<file path="config.mk">
export PLATFORM = sky130hd
export DESIGN_NAME = poc_out_q
export DESIGN_NICKNAME = d
export VERILOG_FILES = /design/src/hw/rtl/x86_prefix_opcode_census_defines.svh /design/src/hw/rtl/poc_pkg.sv /design/src/hw/rtl/poc_out_q.sv
export SDC_FILE = /design/constraint.sdc
export NUM_CORES = 1
export LEC_CHECK = 0
export BUFFER_PORTS_ARGS = -buffer_cell sky130_fd_sc_hd__buf_4
export CAP_MARGIN = 40
export CORE_MARGIN = 2
export CORE_UTILIZATION = 30
export CTS_BUF_LIST = sky130_fd_sc_hd__clkbuf_2 sky130_fd_sc_hd__clkbuf_4 sky130_fd_sc_hd__clkbuf_8
export CTS_CLUSTER_DIAMETER = 40
export DETAILED_ROUTE_END_ITERATION = 6
export PLACE_DENSITY_LB_ADDON = 0.25
export RECOVER_POWER = 50
export SETUP_SLACK_MARGIN = 0.1
export SLEW_MARGIN = 20
export SYNTH_ARGS = -nofsm -noshare
export SYNTH_HDL_FRONTEND = slang
export SYNTH_SLANG_ARGS = --single-unit
export TNS_END_PERCENT = 10
</file>
<file path="constraint.sdc">
create_clock -name clk -period 13.2 [get_ports clk]
set_input_delay 2.64 -clock clk [delete_from_list [all_inputs] [get_ports clk]]
set_output_delay 2.64 -clock clk [all_outputs]
set_load 0.005 [all_outputs]
</file>
<file path="src/hw/rtl/x86_prefix_opcode_census_defines.svh">
// Assertion macros shared by the x86 prefix and opcode census RTL.
`ifndef X86_PREFIX_OPCODE_CENSUS_DEFINES_SVH
`define X86_PREFIX_OPCODE_CENSUS_DEFINES_SVH

// Same-cycle implication, sampled on clk, off while rst_n is low
`define POC_ASSERT_IMPL(lbl, ante, cons, msg) \
  lbl: assert property (@(posedge clk) disable iff (!rst_n) (ante) |-> (cons)) else $error(msg);

// Next-cycle implication, sampled on clk, off while rst_n is low
`define POC_ASSERT_NEXT(lbl, ante, cons, msg) \
  lbl: assert property (@(posedge clk) disable iff (!rst_n) (ante) |=> (cons)) else $error(msg);

`endif

</file>
<file path="src/hw/rtl/poc_pkg.sv">
// Types, codes and prefix decode shared by the census modules.
package poc_pkg;

  // Request kinds carried on in_tuser
  typedef enum logic [1:0] {
    CMD_BYTE  = 2'd0,
    CMD_EMPTY = 2'd1,
    CMD_READ  = 2'd2,
    CMD_NONE  = 2'd3
  } cmd_t;

  // Per-sample decode phase
  typedef enum logic [1:0] {
    PH_IDLE   = 2'd0,
    PH_PREFIX = 2'd1,
    PH_ESC    = 2'd2,
    PH_DONE   = 2'd3
  } phase_t;

  // Sample outcome codes
  typedef enum logic [1:0] {
    OUT_PLAIN     = 2'd0,
    OUT_ESCAPE    = 2'd1,
    OUT_PREFIXES  = 2'd2,
    OUT_ESC_TRUNC = 2'd3
  } outcome_t;

  // Result kinds carried on out_tuser
  localparam logic RK_READ    = 1'b0;
  localparam logic RK_SUMMARY = 1'b1;

  // Source of a read result
  typedef enum logic [1:0] {
    SRC_ZERO = 2'd0,
    SRC_CTR  = 2'd1,
    SRC_OPH  = 2'd2,
    SRC_ESCH = 2'd3
  } src_t;

  // Prefix limit per sample
  localparam logic [3:0] MAX_PREFIXES = 4'd14;

  // Scalar counter indexes
  localparam int NUM_CTRS   = 11;
  localparam int C_EMPTY    = 0;
  localparam int C_SAMPLE   = 1;
  localparam int C_OVERFLOW = 2;
  localparam int C_PREFIXED = 3;
  localparam int C_SEGMENT  = 4;
  localparam int C_TRUNC    = 9;
  localparam int C_ESCAPE   = 10;

  // Histogram geometry
  localparam int HIST_DEPTH = 256;
  localparam int HIST_AW    = 8;

  // Result queue depth
  localparam int QDEPTH = 3;

  // Byte codes
  localparam logic [7:0] B_ESCAPE = 8'h0F;
  localparam logic [7:0] B_SEG_ES = 8'h26;
  localparam logic [7:0] B_SEG_CS = 8'h2E;
  localparam logic [7:0] B_SEG_SS = 8'h36;
  localparam logic [7:0] B_SEG_DS = 8'h3E;
  localparam logic [7:0] B_SEG_FS = 8'h64;
  localparam logic [7:0] B_SEG_GS = 8'h65;
  localparam logic [7:0] B_OPSIZE = 8'h66;
  localparam logic [7:0] B_ADSIZE = 8'h67;
  localparam logic [7:0] B_REPNE  = 8'hF2;
  localparam logic [7:0] B_REP    = 8'hF3;
  localparam logic [7:0] B_LOCK   = 8'hF0;

  // Per-item events from the sample decoder
  typedef struct packed {
    logic [NUM_CTRS-1:0] bumps;
    logic                op_en;
    logic                esc_en;
    logic                summ;
    logic [7:0]          opcode;
    logic [7:0]          second;
    logic [3:0]          tally;
    logic [4:0]          kinds;
    outcome_t            outcome;
    logic                ovf;
  } ev_t;

  // One result item
  typedef struct packed {
    logic       result_kind;
    logic [31:0] read_value;
    logic [7:0] opcode;
    logic [7:0] second_opcode;
    logic [3:0] prefixes_seen;
    logic [4:0] prefix_kinds;
    outcome_t   outcome;
    logic       overflowed;
  } item_t;

  // Prefix kind bits: segment, operand size, address size, repeat, lock
  function automatic logic [4:0] pfx_kinds(input logic [7:0] b);
    logic [4:0] k;
    k    = '0;
    k[0] = (b == B_SEG_ES) || (b == B_SEG_CS) || (b == B_SEG_SS) ||
           (b == B_SEG_DS) || (b == B_SEG_FS) || (b == B_SEG_GS);
    k[1] = (b == B_OPSIZE);
    k[2] = (b == B_ADSIZE);
    k[3] = (b == B_REPNE) || (b == B_REP);
    k[4] = (b == B_LOCK);
    return k;
  endfunction

endpackage

</file>
<file path="src/hw/rtl/poc_out_q.sv">
// Small result queue that parts the pipeline from the output handshake.
module poc_out_q (
  input  logic          clk,
  input  logic          rst_n,
  input  logic          push,
  input  poc_pkg::item_t push_item,
  input  logic          pop_ready,
  output logic          head_valid,
  output poc_pkg::item_t head_item,
  output logic [1:0]    cnt
);

  poc_pkg::item_t ent_r [poc_pkg::QDEPTH];
  logic [1:0] head_r, head_nxt;
  logic [1:0] tail_r, tail_nxt;
  logic [1:0] cnt_r, cnt_nxt;
  logic       pop;

  assign head_valid = (cnt_r != 2'd0);
  assign head_item  = ent_r[head_r];
  assign cnt        = cnt_r;
  assign pop        = head_valid && pop_ready;

  // Advance pointers with wrap at the queue depth
  always_comb begin
    head_nxt = head_r;
    tail_nxt = tail_r;
    if (pop) begin
      head_nxt = (head_r == 2'(poc_pkg::QDEPTH - 1)) ? 2'd0 : head_r + 2'd1;
    end
    if (push) begin
      tail_nxt = (tail_r == 2'(poc_pkg::QDEPTH - 1)) ? 2'd0 : tail_r + 2'd1;
    end
    cnt_nxt = cnt_r + 2'(push) - 2'(pop);
  end

  always_ff @(posedge clk) begin
    if (!rst_n) begin
      head_r <= '0;
      tail_r <= '0;
      cnt_r  <= '0;
    end else begin
      head_r <= head_nxt;
      tail_r <= tail_nxt;
      cnt_r  <= cnt_nxt;
    end
  end

  always_ff @(posedge clk) begin
    if (push) begin
      ent_r[tail_r] <= push_item;
    end
  end

endmodule

</file>
==> results.md <==
- The upper clock frequency limit is roughly 200 MHz.
- The DRC violations left is 0.
- The worst endpoint required time is 10.56 ns.
- Global routing used 11.40% of the available tracks.
- The number of warnings printed during yosys synthesis is 0.
- The die height is 158.3 microns.
- In the final routed layout, each cell accounts on average for 15.49 microns.
- The share of final-layout standard cells stronger than drive strength 1 is around 19%.
- In the synthesized netlist, mux cells make up under 10% of the area.
- CTS built an H-tree with a depth of 4.
- The post-cts hold buffer count is 0.
- The number of buffers on the longest clock path is 2.
- The count of filler cells inserted in the layout is 2,320.
- Dividing the final minimum period by the clock period gives 36.94%.
- The arrival time of data at the critical path endpoint is 2.24 ns.
- After detailed placement, the total cell area comes to 0.008473 sq mm.
- The complex-gate fraction of the synthesized area is 4.908%.
- Synthesis produced 424 cells.
- The number of placed instances, taps included is 858.
- The sequential share of the synthesized area is 79.23%.
- Setup violations remaining at the end of the flow were counted as 0.
- For the worst-skew pair, the clock arrives at the later sink with an insertion delay of between 0.4 and 0.5 ns.
- The critical path is of the reg -> out type.
- The sequential cells in the finished layout cover a total of 0.005663 sq mm.
- The final hold violation count is 0.
- IR analysis of the VDD net gives a maximum drop of 0.05099 mV.
- Adding up every negative setup slack in the final design gives 0 ns.
- The cell area after technology mapping is a little over 0.007 sq mm.
- In this run the static leakage power is 2.737 nW.
- The residual antenna-violating net count after detailed routing is 0.
- The share of total power dissipated in sequential elements is 59.4%.
- For this block, the via count after detailed routing is 3,823.
- The arithmetic-cell share of the synthesized area counting full adders, half adders and majority gates is 0.1753%.
- In this run the horizontal extent of the chip is 158.3 microns.
- The net load switching power is 0.2677 mW.
- The final count of pins violating max slew was 31.
- The average instance area after synthesis is around 17 sq um.
- The worst-margin pin slew is 2.017 ns.
- The floorplan row count is 56.
- STA classifies the critical path endpoint as a primary output.
- The number of global-route vias before repair is 4,069.
- The area growth from synthesis to final layout is 20.30%.
- The global-route wire length before repair is 21.18 mm.
- The cell at the root of the clock tree is clkbuf_8.
- Summed over all nets, the half-perimeter wirelength after detailed placement is ~8.5 mm.
- TritonCTS built the clock tree.
- 129 I/O pins were placed.
- The xor and xnor fraction of the mapped netlist area is 0%.
- The die covers 0.02504 sq mm.
- Input and output buffers added on the ports amount to around 130.
- Along the worst hold path, the cell count comes to 2.
- The flip-flop and latch count after synthesis is ~190.
- The worst max-slew margin expressed relative to the limit is -34.47%.
- For this configuration, the core starts out at a cell density of 30.50%.
- TritonCTS created 17 clock buffers.
- By area, the combinational part of the netlist is dominated by multiplexers.
- The internal portion of the total power is 0.9149 mW.
- The total power density per cell area is 137.7 mW/mm^2.
- The count of antenna diodes in the layout is 0.
- The area of the core is ~0.023 sq mm.
- The worst setup skew after layout is 0.01350 ns.
- The number of nets in the synthesized netlist is 490.
- For this run, the number of standard cells in the final layout without fillers is 889.
- The worst register-to-register path has a depth of 3.
- The final reports fail on max-capacitance violations, max-slew violations.
- In this run the critical register-to-register path is launched from tail_r[0].
- The clock edge transition at the registers on the reported setup and hold paths is around 0.090 ns.
- Summing all multi-input logic gate instances after layout gives approximately 0.0013 sq mm.
- In this run, distinct cell masters in the synthesized netlist total 22.
- The category of the worst setup path launch point is a flip-flop.
- The via-per-instance ratio is 4.300.
- The final weighted congestion of routability-driven global placement is 0.6490.
- The length of the first detailed-routing pass in iterations is 4.
- The total overflow left after global routing is 0.
- The number of antenna violations at the first check in global routing is 0.
- The final hold slack is 0.5134 ns.
- Max-cap violations in this run came to 1.
- The final non-filler cell area is 0.008587 sq mm.
- Post-CTS timing repair inserted 0 buffers for setup.
- The final-stage net count is 624.
- The clock group share of total power is roughly a third.
- The flow ran to the end, but the final reports show violations.
- The largest net degree at the start of global routing is 75.
- The endpoint identified for the worst register-to-register timing path is ent_r[0][19].
- The start point of the worst min-delay path is head_r[0].
- The highest net fanout along the worst path is 74.
- The worst register-to-register path has a setup slack of between 10 and 15 ns.
- Once layout is complete, the utilization of the core stands at between 30% and 40%.
- The combinational share of power is 9.1%.
- Setup repair after global routing left no endpoint under its margin.
- The simple-gate share of the synthesized area is under 10%.
- The fraction of power spent switching nets is 22.64%.
- The post-detailed-routing wire length is 13.78 mm.
- The post-cts gate resize count is 0.
- The shortest period the worst path allows is 4.876 ns.
- The min-delay analysis places its worst path in the category reg -> reg.
- Counting every sink on the clock net gives 191.
- In this run, the number of DRC markers left after iteration 0 of detailed routing was around 170.
## critical path, cell delays in order, from the launching register on
cell and delay, ns:
dfxtp_4 0.67, buf_4 0.69, o21ai_1 0.22, buf_4 0.18
## final cells by class
type	instances	share of cell area [%]
Clock inverter	13	1.603
Sequential cell	191	65.95
Clock buffer	18	2.812
Timing Repair Buffer	136	9.617
Inverter	1	0.04371
Multi-Input combinational cell	211	15.33
Tap cell	319	4.648
## worst max path at each step
stage                          to  slack, ns  cells after the start
detailed placement  head_item[21]       8.76                      3
global placement     ent_r[1][56]       8.58                      4
finish              head_item[33]       8.32                      3
floorplan             ent_r[0][0]       5.52                      1
global route        head_item[21]       8.03                      4
CTS                 head_item[21]       8.22                      3
## kinds of logic (layout without fill, tap and decap cells)
kind of cell / count (synthesis) / count (layout)
flops: 191 / 191
buf+inv: 22 / 168
fa+ha+maj: 1 / 1
compound gates: 69 / 69
simple gates: 78 / 78
mux: 63 / 63
## registers in the layout, indices dropped and copies added, names as in the netlist, named ones only
signal / count
ent_r: 183
cnt: 2
head_r: 2
tail_r: 2
## per-layer routing
metal  share of wire (%)  wire, microns  GRT usage, %  up-vias
met5                   0              0             0        -
met4                 1.5            205         4.505        0
met3                 5.8            793         3.756       14
met2                  50           6892         19.25       87
met1                  43           5884         13.50     1863
li1                    -              -             -     1859
## metrics by stage
step	power, mW	worst slack [ns]
6_report	1.183	8.324
3_5_place_dp	0.8365	8.759
3_3_place_gp	0.8305	8.580
5_1_grt	1.239	8.031
2_1_floorplan	0.7691	5.520
4_1_cts	1.213	8.219
## power groups by stage
stage	logic (mW)	registers, mW	clock network [mW]
2_1_floorplan	0.0553	0.714	0
3_3_place_gp	0.109	0.722	0
3_5_place_dp	0.119	0.717	0
4_1_cts	0.120	0.703	0.390
5_1_grt	0.120	0.706	0.413
6_report	0.107	0.703	0.373
## layout by cell type (no fill, tap or decap), types with 3 or more instances in the layout
master,count
edfxtp_1,183
inv_6,3
clkbuf_1,64
mux2i_1,63
nand2_1,66
dfxtp_1,6
buf_4,68
o21ai_1,60
o21ai_0,7
clkinv_2,4
clkbuf_8,17
## cell usage after synthesis, drive strengths merged
master,instances,share of area [%]
edfxtp,183,77
ha,1,0.18
nor2,3,0.16
nand2b,1,0.088
and2,1,0.088
nor3b,1,0.11
mux2i,63,8.8
nor2b,2,0.18
or2,1,0.088
dfxtp,8,2.2
nand3,2,0.14
o21ai,67,4.7
clkbuf,5,0.26
inv,1,0.053
buf,16,2.1
nand2,66,3.5
nand3b,1,0.11
o21a,2,0.21
Power figures use the tool's default switching activity.
