**src/hw/rtl/x86_prefix_opcode_census_defines.svh**
```systemverilog
// Assertion macros shared by the x86 prefix and opcode census RTL.
`ifndef X86_PREFIX_OPCODE_CENSUS_DEFINES_SVH
`define X86_PREFIX_OPCODE_CENSUS_DEFINES_SVH

// Same-cycle implication, sampled on clk, off while rst_n is low
`define POC_ASSERT_IMPL(lbl, ante, cons, msg) \
  lbl: assert property (@(posedge clk) disable iff (!rst_n) (ante) |-> (cons)) else $error(msg);

// Next-cycle implication, sampled on clk, off while rst_n is low
`define POC_ASSERT_NEXT(lbl, ante, cons, msg) \
  lbl: assert property (@(posedge clk) disable iff (!rst_n) (ante) |=> (cons)) else $error(msg);

`endif

```
**src/hw/rtl/poc_pkg.sv**
```systemverilog
// Types, codes and prefix decode shared by the census modules.
package poc_pkg;

  // Request kinds carried on in_tuser
  typedef enum logic [1:0] {
    CMD_BYTE  = 2'd0,
    CMD_EMPTY = 2'd1,
    CMD_READ  = 2'd2,
    CMD_NONE  = 2'd3
  } cmd_t;

  // Per-sample decode phase
  typedef enum logic [1:0] {
    PH_IDLE   = 2'd0,
    PH_PREFIX = 2'd1,
    PH_ESC    = 2'd2,
    PH_DONE   = 2'd3
  } phase_t;

  // Sample outcome codes
  typedef enum logic [1:0] {
    OUT_PLAIN     = 2'd0,
    OUT_ESCAPE    = 2'd1,
    OUT_PREFIXES  = 2'd2,
    OUT_ESC_TRUNC = 2'd3
  } outcome_t;

  // Result kinds carried on out_tuser
  localparam logic RK_READ    = 1'b0;
  localparam logic RK_SUMMARY = 1'b1;

  // Source of a read result
  typedef enum logic [1:0] {
    SRC_ZERO = 2'd0,
    SRC_CTR  = 2'd1,
    SRC_OPH  = 2'd2,
    SRC_ESCH = 2'd3
  } src_t;

  // Prefix limit per sample
  localparam logic [3:0] MAX_PREFIXES = 4'd14;

  // Scalar counter indexes
  localparam int NUM_CTRS   = 11;
  localparam int C_EMPTY    = 0;
  localparam int C_SAMPLE   = 1;
  localparam int C_OVERFLOW = 2;
  localparam int C_PREFIXED = 3;
  localparam int C_SEGMENT  = 4;
  localparam int C_TRUNC    = 9;
  localparam int C_ESCAPE   = 10;

  // Histogram geometry
  localparam int HIST_DEPTH = 256;
  localparam int HIST_AW    = 8;

  // Result queue depth
  localparam int QDEPTH = 3;

  // Byte codes
  localparam logic [7:0] B_ESCAPE = 8'h0F;
  localparam logic [7:0] B_SEG_ES = 8'h26;
  localparam logic [7:0] B_SEG_CS = 8'h2E;
  localparam logic [7:0] B_SEG_SS = 8'h36;
  localparam logic [7:0] B_SEG_DS = 8'h3E;
  localparam logic [7:0] B_SEG_FS = 8'h64;
  localparam logic [7:0] B_SEG_GS = 8'h65;
  localparam logic [7:0] B_OPSIZE = 8'h66;
  localparam logic [7:0] B_ADSIZE = 8'h67;
  localparam logic [7:0] B_REPNE  = 8'hF2;
  localparam logic [7:0] B_REP    = 8'hF3;
  localparam logic [7:0] B_LOCK   = 8'hF0;

  // Per-item events from the sample decoder
  typedef struct packed {
    logic [NUM_CTRS-1:0] bumps;
    logic                op_en;
    logic                esc_en;
    logic                summ;
    logic [7:0]          opcode;
    logic [7:0]          second;
    logic [3:0]          tally;
    logic [4:0]          kinds;
    outcome_t            outcome;
    logic                ovf;
  } ev_t;

  // One result item
  typedef struct packed {
    logic       result_kind;
    logic [31:0] read_value;
    logic [7:0] opcode;
    logic [7:0] second_opcode;
    logic [3:0] prefixes_seen;
    logic [4:0] prefix_kinds;
    outcome_t   outcome;
    logic       overflowed;
  } item_t;

  // Prefix kind bits: segment, operand size, address size, repeat, lock
  function automatic logic [4:0] pfx_kinds(input logic [7:0] b);
    logic [4:0] k;
    k    = '0;
    k[0] = (b == B_SEG_ES) || (b == B_SEG_CS) || (b == B_SEG_SS) ||
           (b == B_SEG_DS) || (b == B_SEG_FS) || (b == B_SEG_GS);
    k[1] = (b == B_OPSIZE);
    k[2] = (b == B_ADSIZE);
    k[3] = (b == B_REPNE) || (b == B_REP);
    k[4] = (b == B_LOCK);
    return k;
  endfunction

endpackage

```
**src/hw/rtl/poc_parse.sv**
```systemverilog
// Per-sample prefix and opcode decoder with its small sample state.
module poc_parse (
  input  logic             clk,
  input  logic             rst_n,
  input  logic             byte_v,
  input  logic             empty_v,
  input  logic [7:0]       b,
  input  logic             last,
  output poc_pkg::ev_t     ev
);

  poc_pkg::phase_t phase_r, phase_nxt;
  logic [3:0] tally_r, tally_nxt;
  logic [4:0] kinds_r, kinds_nxt;
  logic       ovf_r, ovf_nxt;
  logic [7:0] op_r, op_nxt;
  logic [7:0] sec_r, sec_nxt;

  poc_pkg::phase_t ph_eff, ph1;
  logic [4:0] bk;
  logic       is_pfx, take_pfx, take_op, take_sec, fin, end_pfx;
  logic [3:0] tally1;
  logic [4:0] kinds1;
  logic       ovf1;
  logic [7:0] op1, sec1;

  // Decode this byte against the current sample
  assign ph_eff   = (phase_r == poc_pkg::PH_IDLE) ? poc_pkg::PH_PREFIX : phase_r;
  assign bk       = poc_pkg::pfx_kinds(b);
  assign is_pfx   = |bk;
  assign take_pfx = byte_v && (ph_eff == poc_pkg::PH_PREFIX) && is_pfx &&
                    (tally_r < poc_pkg::MAX_PREFIXES);
  assign take_op  = byte_v && (ph_eff == poc_pkg::PH_PREFIX) && !take_pfx;
  assign take_sec = byte_v && (ph_eff == poc_pkg::PH_ESC);
  assign fin      = byte_v && last;

  assign tally1 = take_pfx ? tally_r + 4'd1 : tally_r;
  assign kinds1 = take_pfx ? (kinds_r | bk) : kinds_r;
  assign ovf1   = ovf_r | (take_op && is_pfx);
  assign op1    = take_op ? b : op_r;
  assign sec1   = take_sec ? b : sec_r;
  assign ph1    = take_op  ? ((b == poc_pkg::B_ESCAPE) ? poc_pkg::PH_ESC : poc_pkg::PH_DONE) :
                  take_sec ? poc_pkg::PH_DONE : ph_eff;

  // Prefix run ends on the opcode or on a sample that stops inside the prefixes
  assign end_pfx = (take_op || (fin && (ph1 == poc_pkg::PH_PREFIX))) && (tally1 != 4'd0);

  // Next sample state
  always_comb begin
    phase_nxt = phase_r;
    tally_nxt = tally_r;
    kinds_nxt = kinds_r;
    ovf_nxt   = ovf_r;
    op_nxt    = op_r;
    sec_nxt   = sec_r;
    if (empty_v || fin) begin
      phase_nxt = poc_pkg::PH_IDLE;
      tally_nxt = '0;
      kinds_nxt = '0;
      ovf_nxt   = 1'b0;
      op_nxt    = '0;
      sec_nxt   = '0;
    end else if (byte_v) begin
      phase_nxt = ph1;
      tally_nxt = tally1;
      kinds_nxt = kinds1;
      ovf_nxt   = ovf1;
      op_nxt    = op1;
      sec_nxt   = sec1;
    end
  end

  // Events and summary for this item
  always_comb begin
    ev        = '0;
    ev.bumps[poc_pkg::C_EMPTY]    = empty_v;
    ev.bumps[poc_pkg::C_SAMPLE]   = byte_v && (phase_r == poc_pkg::PH_IDLE);
    ev.bumps[poc_pkg::C_OVERFLOW] = take_op && is_pfx;
    ev.bumps[poc_pkg::C_PREFIXED] = end_pfx;
    for (int i = 0; i < 5; i++) begin
      ev.bumps[poc_pkg::C_SEGMENT + i] = end_pfx && kinds1[i];
    end
    ev.bumps[poc_pkg::C_TRUNC]  = fin && ((ph1 == poc_pkg::PH_PREFIX) ||
                                          (ph1 == poc_pkg::PH_ESC));
    ev.bumps[poc_pkg::C_ESCAPE] = take_op && (b == poc_pkg::B_ESCAPE);
    ev.op_en  = take_op;
    ev.esc_en = take_sec;
    ev.summ   = fin;
    ev.tally  = tally1;
    ev.kinds  = kinds1;
    ev.ovf    = ovf1;
    ev.opcode = op1;
    unique case (ph1)
      poc_pkg::PH_PREFIX: begin
        ev.outcome = poc_pkg::OUT_PREFIXES;
        ev.opcode  = '0;
      end
      poc_pkg::PH_ESC: ev.outcome = poc_pkg::OUT_ESC_TRUNC;
      default: begin
        ev.outcome = (op1 == poc_pkg::B_ESCAPE) ? poc_pkg::OUT_ESCAPE : poc_pkg::OUT_PLAIN;
      end
    endcase
    ev.second = (ev.outcome == poc_pkg::OUT_ESCAPE) ? sec1 : 8'd0;
  end

  // Sample state registers
  always_ff @(posedge clk) begin
    if (!rst_n) begin
      phase_r <= poc_pkg::PH_IDLE;
      tally_r <= '0;
      kinds_r <= '0;
      ovf_r   <= 1'b0;
      op_r    <= '0;
      sec_r   <= '0;
    end else begin
      phase_r <= phase_nxt;
      tally_r <= tally_nxt;
      kinds_r <= kinds_nxt;
      ovf_r   <= ovf_nxt;
      op_r    <= op_nxt;
      sec_r   <= sec_nxt;
    end
  end

endmodule

```
**config.mk**
```make
export PLATFORM = sky130hd
export DESIGN_NAME = poc_parse
export DESIGN_NICKNAME = d
export VERILOG_FILES = /design/src/hw/rtl/x86_prefix_opcode_census_defines.svh /design/src/hw/rtl/poc_pkg.sv /design/src/hw/rtl/poc_parse.sv
export SDC_FILE = /design/constraint.sdc
export NUM_CORES = 1
export LEC_CHECK = 0
export ABC_AREA = 1
export ABC_CLOCK_PERIOD_IN_PS = 3200
export BUFFER_PORTS_ARGS = -buffer_cell sky130_fd_sc_hd__buf_4
export CORE_UTILIZATION = 51
export DETAILED_ROUTE_END_ITERATION = 7
export MAX_ROUTING_LAYER = met4
export PLACE_DENSITY = 0.77
export SYNTH_ARGS = -nofsm -noshare
export SYNTH_HDL_FRONTEND = slang
export SYNTH_SLANG_ARGS = --single-unit
export TNS_END_PERCENT = 100
```
**constraint.sdc**
```tcl
create_clock -name clk -period 3.2 [get_ports clk]
set_input_delay 0 -clock clk [delete_from_list [all_inputs] [get_ports clk]]
set_output_delay 0 -clock clk [all_outputs]
set_load 0.02 [all_outputs]
```
==> impl_metrics.csv, run 1 <==
group,metric,value,unit
power_and_ir_drop,peakVddDrop,0.174,mV
worst_setup_path,cp-start-kind,"flop",
drt,viasPerCell,4.55,
sta,finalSetupTns,0,ns
logic_synthesis,syn_inst,260,
drt,routed_wl,3.71,mm
layout,drive_above_1_share,0.312,
drt,vias,1602,
die,boundaryPins,55,
logic_synthesis,synth_fp_nets,276,
placement,place_congestion,0.844,
layout,final_common_cell,"nor2_1",
clock_tree,cts-root-buf,"clkbuf_4",
sta,fin_worst_skew,0.00202,ns
global_routing,grt_max_degree,29,
sta,hold_violations,0,
sta,period_needed,2.68,ns
power_and_ir_drop,power_density,317,nW/um^2
worst_setup_path,crit_required,3.20,ns
clock_tree,htreeDepth,1,
worst_setup_path,crit_slowest_cell,"o21bai_2",
clock_tree,post_cts_buffers,0,
die,die_w,59.3,um
drt,wl_per_cell,10.5,um
placement,dpl_cell_area,2060,um^2
drt,ant_nets,0,
sta,relSlewSlack,0.363,
run,maxCapViolations,0,
sta,drv_slew,0,
drt,drtPass1Iterations,4,
worst_setup_path,path_class,"flop to output port",
sta,fin_crit_sh,0.836,
die,initial_core_util,0.544,
drt,drc,0,
worst_hold_path,hold_path.class,"input port to flop",
sta,worst_slew_pin_slew,0.953,ns
die,fp.dieArea,3520,um^2
clock_tree,cts_buffers,3,
clock_tree,cts_tree,"done",
worst_setup_path,path_cells,"inv_2, nor3_1, o21bai_2, inv_1, nor2_1, inv_1, ha_1, inv_1, nor2_1, nand3_4, nor2_2, buf_4",
die,rows,20,
global_routing,antenna_found_initial,0,
logic_synthesis,syn_avg_cell_area,6.44,um^2
layout,layout_common_cells,"nor2_1 (59), buf_4 (55), nand2_1 (47)",
worst_setup_path,slowest_delay,0.42,ns
status,status,"complete, no violations",
clock_tree,cts_sinks,28,
layout,layout.nets,325,
clock_tree,clkTransAtPathRegs,0.14,ns
global_routing,grt_pass1_vias,1468,
logic_synthesis,seq_area_frac_synth,0.335,
sta,setup_viol,0,
worst_setup_path,crit_buf_inv,5,
drt,drt_first_iter_violations,56,
clock_tree,cts_resized,0,
sta,rsz0062_at_grt,"false",
logic_synthesis,yosysWarnings,0,
worst_setup_path,crit_family,"simple AND/OR/NAND/NOR gates",
layout,fin_area,2100,um^2
global_routing,grt_first_pass_wirelength,6.07,mm
logic_synthesis,synth_area,1680,um^2
global_routing,grtUsageTotal,0.232,
logic_synthesis,synth-seq-cells,28,
clock_tree,clockBufferDepth,2,
layout,diodes,0,
worst_setup_path,crit_top_cell,"inv_1",
die,fp.coreArea,3080,um^2
clock_tree,insertion_delay,0.32,ns
worst_setup_path,end_kind,"output port",
placement,place_hpwl,2.89,mm
worst_setup_path,cp.arrival,2.68,ns
worst_setup_path,worstPathMaxFanout,11,
logic_synthesis,synth_cell_type_count,26,
sta,max_freq,0.374,GHz
placement,io_buffer_count,54,
power_and_ir_drop,p_leak,0.00103,uW
die,die_y,59.3,um
layout,areaGrowthSynthToFinish,25.5,%
global_routing,gr-total-overflow,0,
clock_tree,cts_hold_buf,1,
worst register-to-register path, cell delays in order (launching register included):
cell	delay [ns]
dfxtp_1	0.40
inv_1	0.05
nor3_1	0.26
inv_1	0.14
nand3_4	0.18
nand3_2	0.11
nor2_1	0.19
nor3_1	0.07
cells in the mapped netlist:
| cell | n | area share |
|---|---|---|
| inv_2 | 10 | 0.022 |
| o21ai_0 | 13 | 0.039 |
| clkbuf_1 | 4 | 0.0090 |
| ha_1 | 3 | 0.022 |
| nor2_2 | 12 | 0.045 |
| buf_4 | 6 | 0.027 |
| nand4_1 | 1 | 0.0037 |
| nand2_1 | 47 | 0.11 |
| o32ai_1 | 1 | 0.0052 |
| nor3_1 | 2 | 0.0060 |
| nor2_1 | 59 | 0.13 |
| o21bai_2 | 1 | 0.0067 |
| nand2_2 | 6 | 0.022 |
| nand3_1 | 11 | 0.033 |
| xor2_1 | 1 | 0.0052 |
| nand3_2 | 2 | 0.012 |
| buf_6 | 1 | 0.0067 |
| buf_8 | 1 | 0.0090 |
| nor3_2 | 1 | 0.0060 |
| xnor2_2 | 1 | 0.0097 |
| a21oi_1 | 1 | 0.0030 |
| o21ai_1 | 3 | 0.0090 |
| nand3_4 | 2 | 0.021 |
| inv_1 | 41 | 0.092 |
| dfxtp_1 | 28 | 0.33 |
| nor2_4 | 2 | 0.013 |
cells by family (layout without fill, tap and decap cells):
logic type	Yosys count	count (layout)	share of synthesized area
XOR/XNOR	2	2	0.0149
AND/OR/NAND/NOR	145	145	0.400
flip-flops	28	28	0.335
AO/OA/AOI/OAI	19	19	0.0627
buffers and inverters	63	111	0.166
adder cells (fa/ha/maj)	3	3	0.0224
routing by layer:
layer | track usage | up-vias | wire (um)
li1 | - | 862 | -
met1 | 0.286 | 702 | 1770
met2 | 0.408 | 34 | 1790
met3 | 0.0197 | 4 | 102
met4 | 0.0544 | 0 | 37
met5 | - | - | 0
power by group:
group	switching [uW]	leakage (uW)	internal, uW
Clock	101	0.0000210	69.6
Sequential	2.47	0.000226	354
Combinational	89.6	0.000779	50.6
final cells by class:
type,count,area [um^2]
multi-input cells,169,837
well taps,44,55.1
flip-flops and latches,28,561
fillers,292,975
repair buffers,56,423
clock buffers,4,36.3
inverters,51,191
metrics by stage:
stage / total power, uW / utilization / std cells / setup WS, ns / hold slack (ns)
floorplan: 458 / - / 260 / 1.08 / 0.113
global placement: 502 / 0.668 / 347 / 0.709 / 0.207
detailed placement: 503 / 0.668 / 347 / 0.704 / 0.213
CTS: 670 / 0.683 / 352 / 0.530 / 0.0759
global route: 696 / 0.683 / 352 / 0.300 / 0.0954
finish: 667 / 0.683 / 352 / 0.525 / 0.0736
state kept, by name, indices dropped and copies added (netlist names):
register	flops
tally_r	4
op_r	8
kinds_r	5
sec_r	8
phase_r	2
ovf_r	1
worst paths after layout:
check / slack [ns] / start / end / depth (start not counted)
max: 0.52 / tally_r[2] / ev[17] / 12
min reg2reg: 0.55 / phase_r[0] / phase_r[0] / 2
min: 0.07 / b[4] / op_r[4] / 5
max reg2reg: 1.66 / tally_r[1] / phase_r[0] / 7
Power figures use the tool's default switching activity.
==> inputs of run 2 (changes only) <==
- ABC_AREA: 1 -> 0
- ABC_CLOCK_PERIOD_IN_PS: 3200 -> 2200
- CORE_UTILIZATION: 51 -> 45
- PLACE_DENSITY: 0.77 -> 0.72
- clock period: 3.2 -> 2.2 ns (I/O delays scaled with it)
==> impl_metrics.csv, run 2 <==
group,metric,value,unit
status,status,"complete, no violations",
clock_tree,cts_buffers,3,
logic_synthesis,synth_top_family_by_area,"compound AO/OA/AOI/OAI gates",
logic_synthesis,synthXorXnorAreaFrac,0.0150,
logic_synthesis,synth.top_cells.by_area,"dfxtp_1 (34%), a21oi_1 (6.3%), nor2_1 (5.4%)",
logic_synthesis,synth_top_area_share,0.335,
drt,viasPerCell,5.47,
logic_synthesis,ys.flop_type,"dfxtp_1",
logic_synthesis,syn_avg_cell_area,8.45,um^2
global_routing,grt_first_pass_wirelength,6.54,mm
worst_setup_path,r2r-start,"tally_r[2]",
drt,vias,1619,
worst_setup_path,reg2reg_depth,5,
logic_synthesis,muxShareOfSynthArea,0.0591,
layout,diodes,0,
worst_setup_path,crit_required,2.20,ns
worst_setup_path,r2r_setup_slack,0.57,ns
logic_synthesis,yosysMostFrequentCell,"dfxtp_1",
sta,fin_ws,0.146,ns
die,initial_core_util,0.486,
global_routing,antenna_found_initial,0,
sta,worst_slew_pin_slew,0.566,ns
die,fp.dieArea,3970,um^2
drt,drtPass1Iterations,4,
die,die_y,63.0,um
sta,setup_viol,0,
clock_tree,htreeDepth,1,
logic_synthesis,synth_area_leader_cell,"dfxtp_1",
sta,fin_crit_sh,0.934,
clock_tree,post_cts_buffers,0,
logic_synthesis,synth_cell_type_count,48,
sta,finalSetupTns,0,ns
drt,drc,0,
logic_synthesis,synthTopCellsByCount,"dfxtp_1 (28), nor2_1 (24), a21oi_1 (21)",
sta,hold_violations,0,
worst_setup_path,cp-startpoint,"tally_r[2]",
worst_setup_path,cp.arrival,2.05,ns
drt,ant_nets,0,
logic_synthesis,synth_edf_count,0,
power_and_ir_drop,p_leak,0.00104,uW
clock_tree,clockBufferDepth,2,
layout,drive_above_1_share,0.348,
drt,wl_per_cell,14.0,um
power_and_ir_drop,peakVddDrop,0.228,mV
die,rows,21,
global_routing,grt_max_degree,16,
sta,max_freq,0.487,GHz
power_and_ir_drop,power_density,468,nW/um^2
logic_synthesis,synth_fp_nets,214,
sta,period_needed,2.05,ns
run,maxCapViolations,0,
placement,place_congestion,0.804,
global_routing,grtUsageTotal,0.212,
worst_setup_path,end_kind,"output port",
layout,final_cells,296,
drt,drt_first_iter_violations,76,
clock_tree,cts-root-buf,"clkbuf_8",
global_routing,grt_pass1_vias,1421,
logic_synthesis,yosysWarnings,0,
sta,drv_slew,0,
clock_tree,insertion_delay,0.27,ns
logic_synthesis,seq_area_frac_synth,0.335,
worst_setup_path,cp-start-kind,"flop",
logic_synthesis,synth_area,1670,um^2
clock_tree,clkTransAtPathRegs,0.09,ns
layout,final_common_cell,"buf_4",
die,fp.coreArea,3440,um^2
sta,relSlewSlack,0.621,
layout,fillCellCount,317,
layout,layout_common_cells,"buf_4 (62), dfxtp_1 (28), nor2_1 (23)",
logic_synthesis,synth-compound-area-share,0.269,
logic_synthesis,synthAdderAreaFrac,0.0224,
placement,io_buffer_count,54,
placement,dp_slack,0.123,ns
layout,areaGrowthSynthToFinish,32.6,%
die,boundaryPins,55,
placement,place_hpwl,3.19,mm
logic_synthesis,synth-seq-cells,28,
die,die_w,63.0,um
clock_tree,cts_sinks,28,
worst_hold_path,hold_path.class,"input port to flop",
logic_synthesis,synthArstFlopShare,0,
drt,routed_wl,4.13,mm
worst_setup_path,worstPathMaxFanout,9,
layout,layout.nets,267,
clock_tree,cts_tree,"done",
worst_setup_path,r2r_end,"kinds_r[1]",
power_and_ir_drop,finalPower,1040,uW
logic_synthesis,syn_inst,198,
worst_setup_path,crit_end,"ev[16]",
sta,fin_worst_skew,0.00233,ns
worst_setup_path,path_class,"flop to output port",
layout,largestRegisters,"op_r: 8 flops, sec_r: 8 flops, kinds_r: 5 flops",
logic_synthesis,synthSimpleGateAreaFrac,0.218,
global_routing,gr-total-overflow,0,
placement,dp.cells,291,
[run 2: report_power, final]
group          internal [uW]  leakage, uW  switching [uW]
Sequential               513     0.000226            3.60
Clock                    160    0.0000288             155
Combinational           82.9     0.000789             124
Total                    756      0.00104             282
[run 2: final cells by class]
| class | instances | area, um^2 | area share |
|---|---|---|---|
| well taps | 46 | 57.6 | 0.0259 |
| multi-input cells | 141 | 1020 | 0.458 |
| flip-flops and latches | 28 | 561 | 0.253 |
| repair buffers | 63 | 475 | 0.214 |
| clock buffers | 4 | 55.1 | 0.0248 |
| inverters | 14 | 53.8 | 0.0243 |
[run 2: what timing repair did]
action | 4_1_cts | 5_1_grt
gates resized for setup | 1 | 9
endpoints found under the setup margin | 8 | 14
hold buffers | 1 | 0
gates cloned | 0 | 0
hold endpoints to repair | 1 | 0
[run 2: logic make-up after synthesis]
kind of cell | after synthesis
flops | 28
fa+ha+maj | 3
compound gates | 61
simple gates | 66
xor+xnor | 2
mux | 9
buf+inv | 29
[run 2: through the flow]
| stage | util | instance area (um^2) | hold slack [ns] |
|---|---|---|---|
| global route | 0.644 | 2220 | 0.0166 |
| finish | 0.644 | 2220 | 0.0331 |
| global placement | 0.614 | 2110 | 0.211 |
| CTS | 0.633 | 2180 | 0.0268 |
| detailed placement | 0.614 | 2110 | 0.215 |
| floorplan | - | 1670 | 0.113 |
[run 2: worst min path at each step]
stage            start         end  slack [ns]  cells past startpoint
6_report       empty_v  tally_r[2]        0.03                      2
5_1_grt        empty_v  tally_r[2]        0.02                      2
4_1_cts        empty_v  tally_r[2]        0.03                      2
3_5_place_dp   empty_v      ev[31]        0.22                      2
3_3_place_gp   empty_v      ev[31]        0.21                      2
2_1_floorplan  empty_v      ev[31]        0.11                      1
[run 2: metal layers]
layer  vias to the layer above  wire length (um)  track usage
met5                         -                 0            -
met4                         0                41       0.0523
met3                         4               184       0.0328
met2                        41              1930        0.339
met1                       756              1980        0.278
li1                        818                 -            -
[run 2: critical path: stages (launching register included)]
cell and delay, ns:
dfxtp_1 0.41, nand3_2 0.15, o21ai_4 0.07, a21oi_2 0.18
inv_1 0.06, ha_1 0.36, clkinv_2 0.15, a211oi_1 0.22
buf_4 0.18
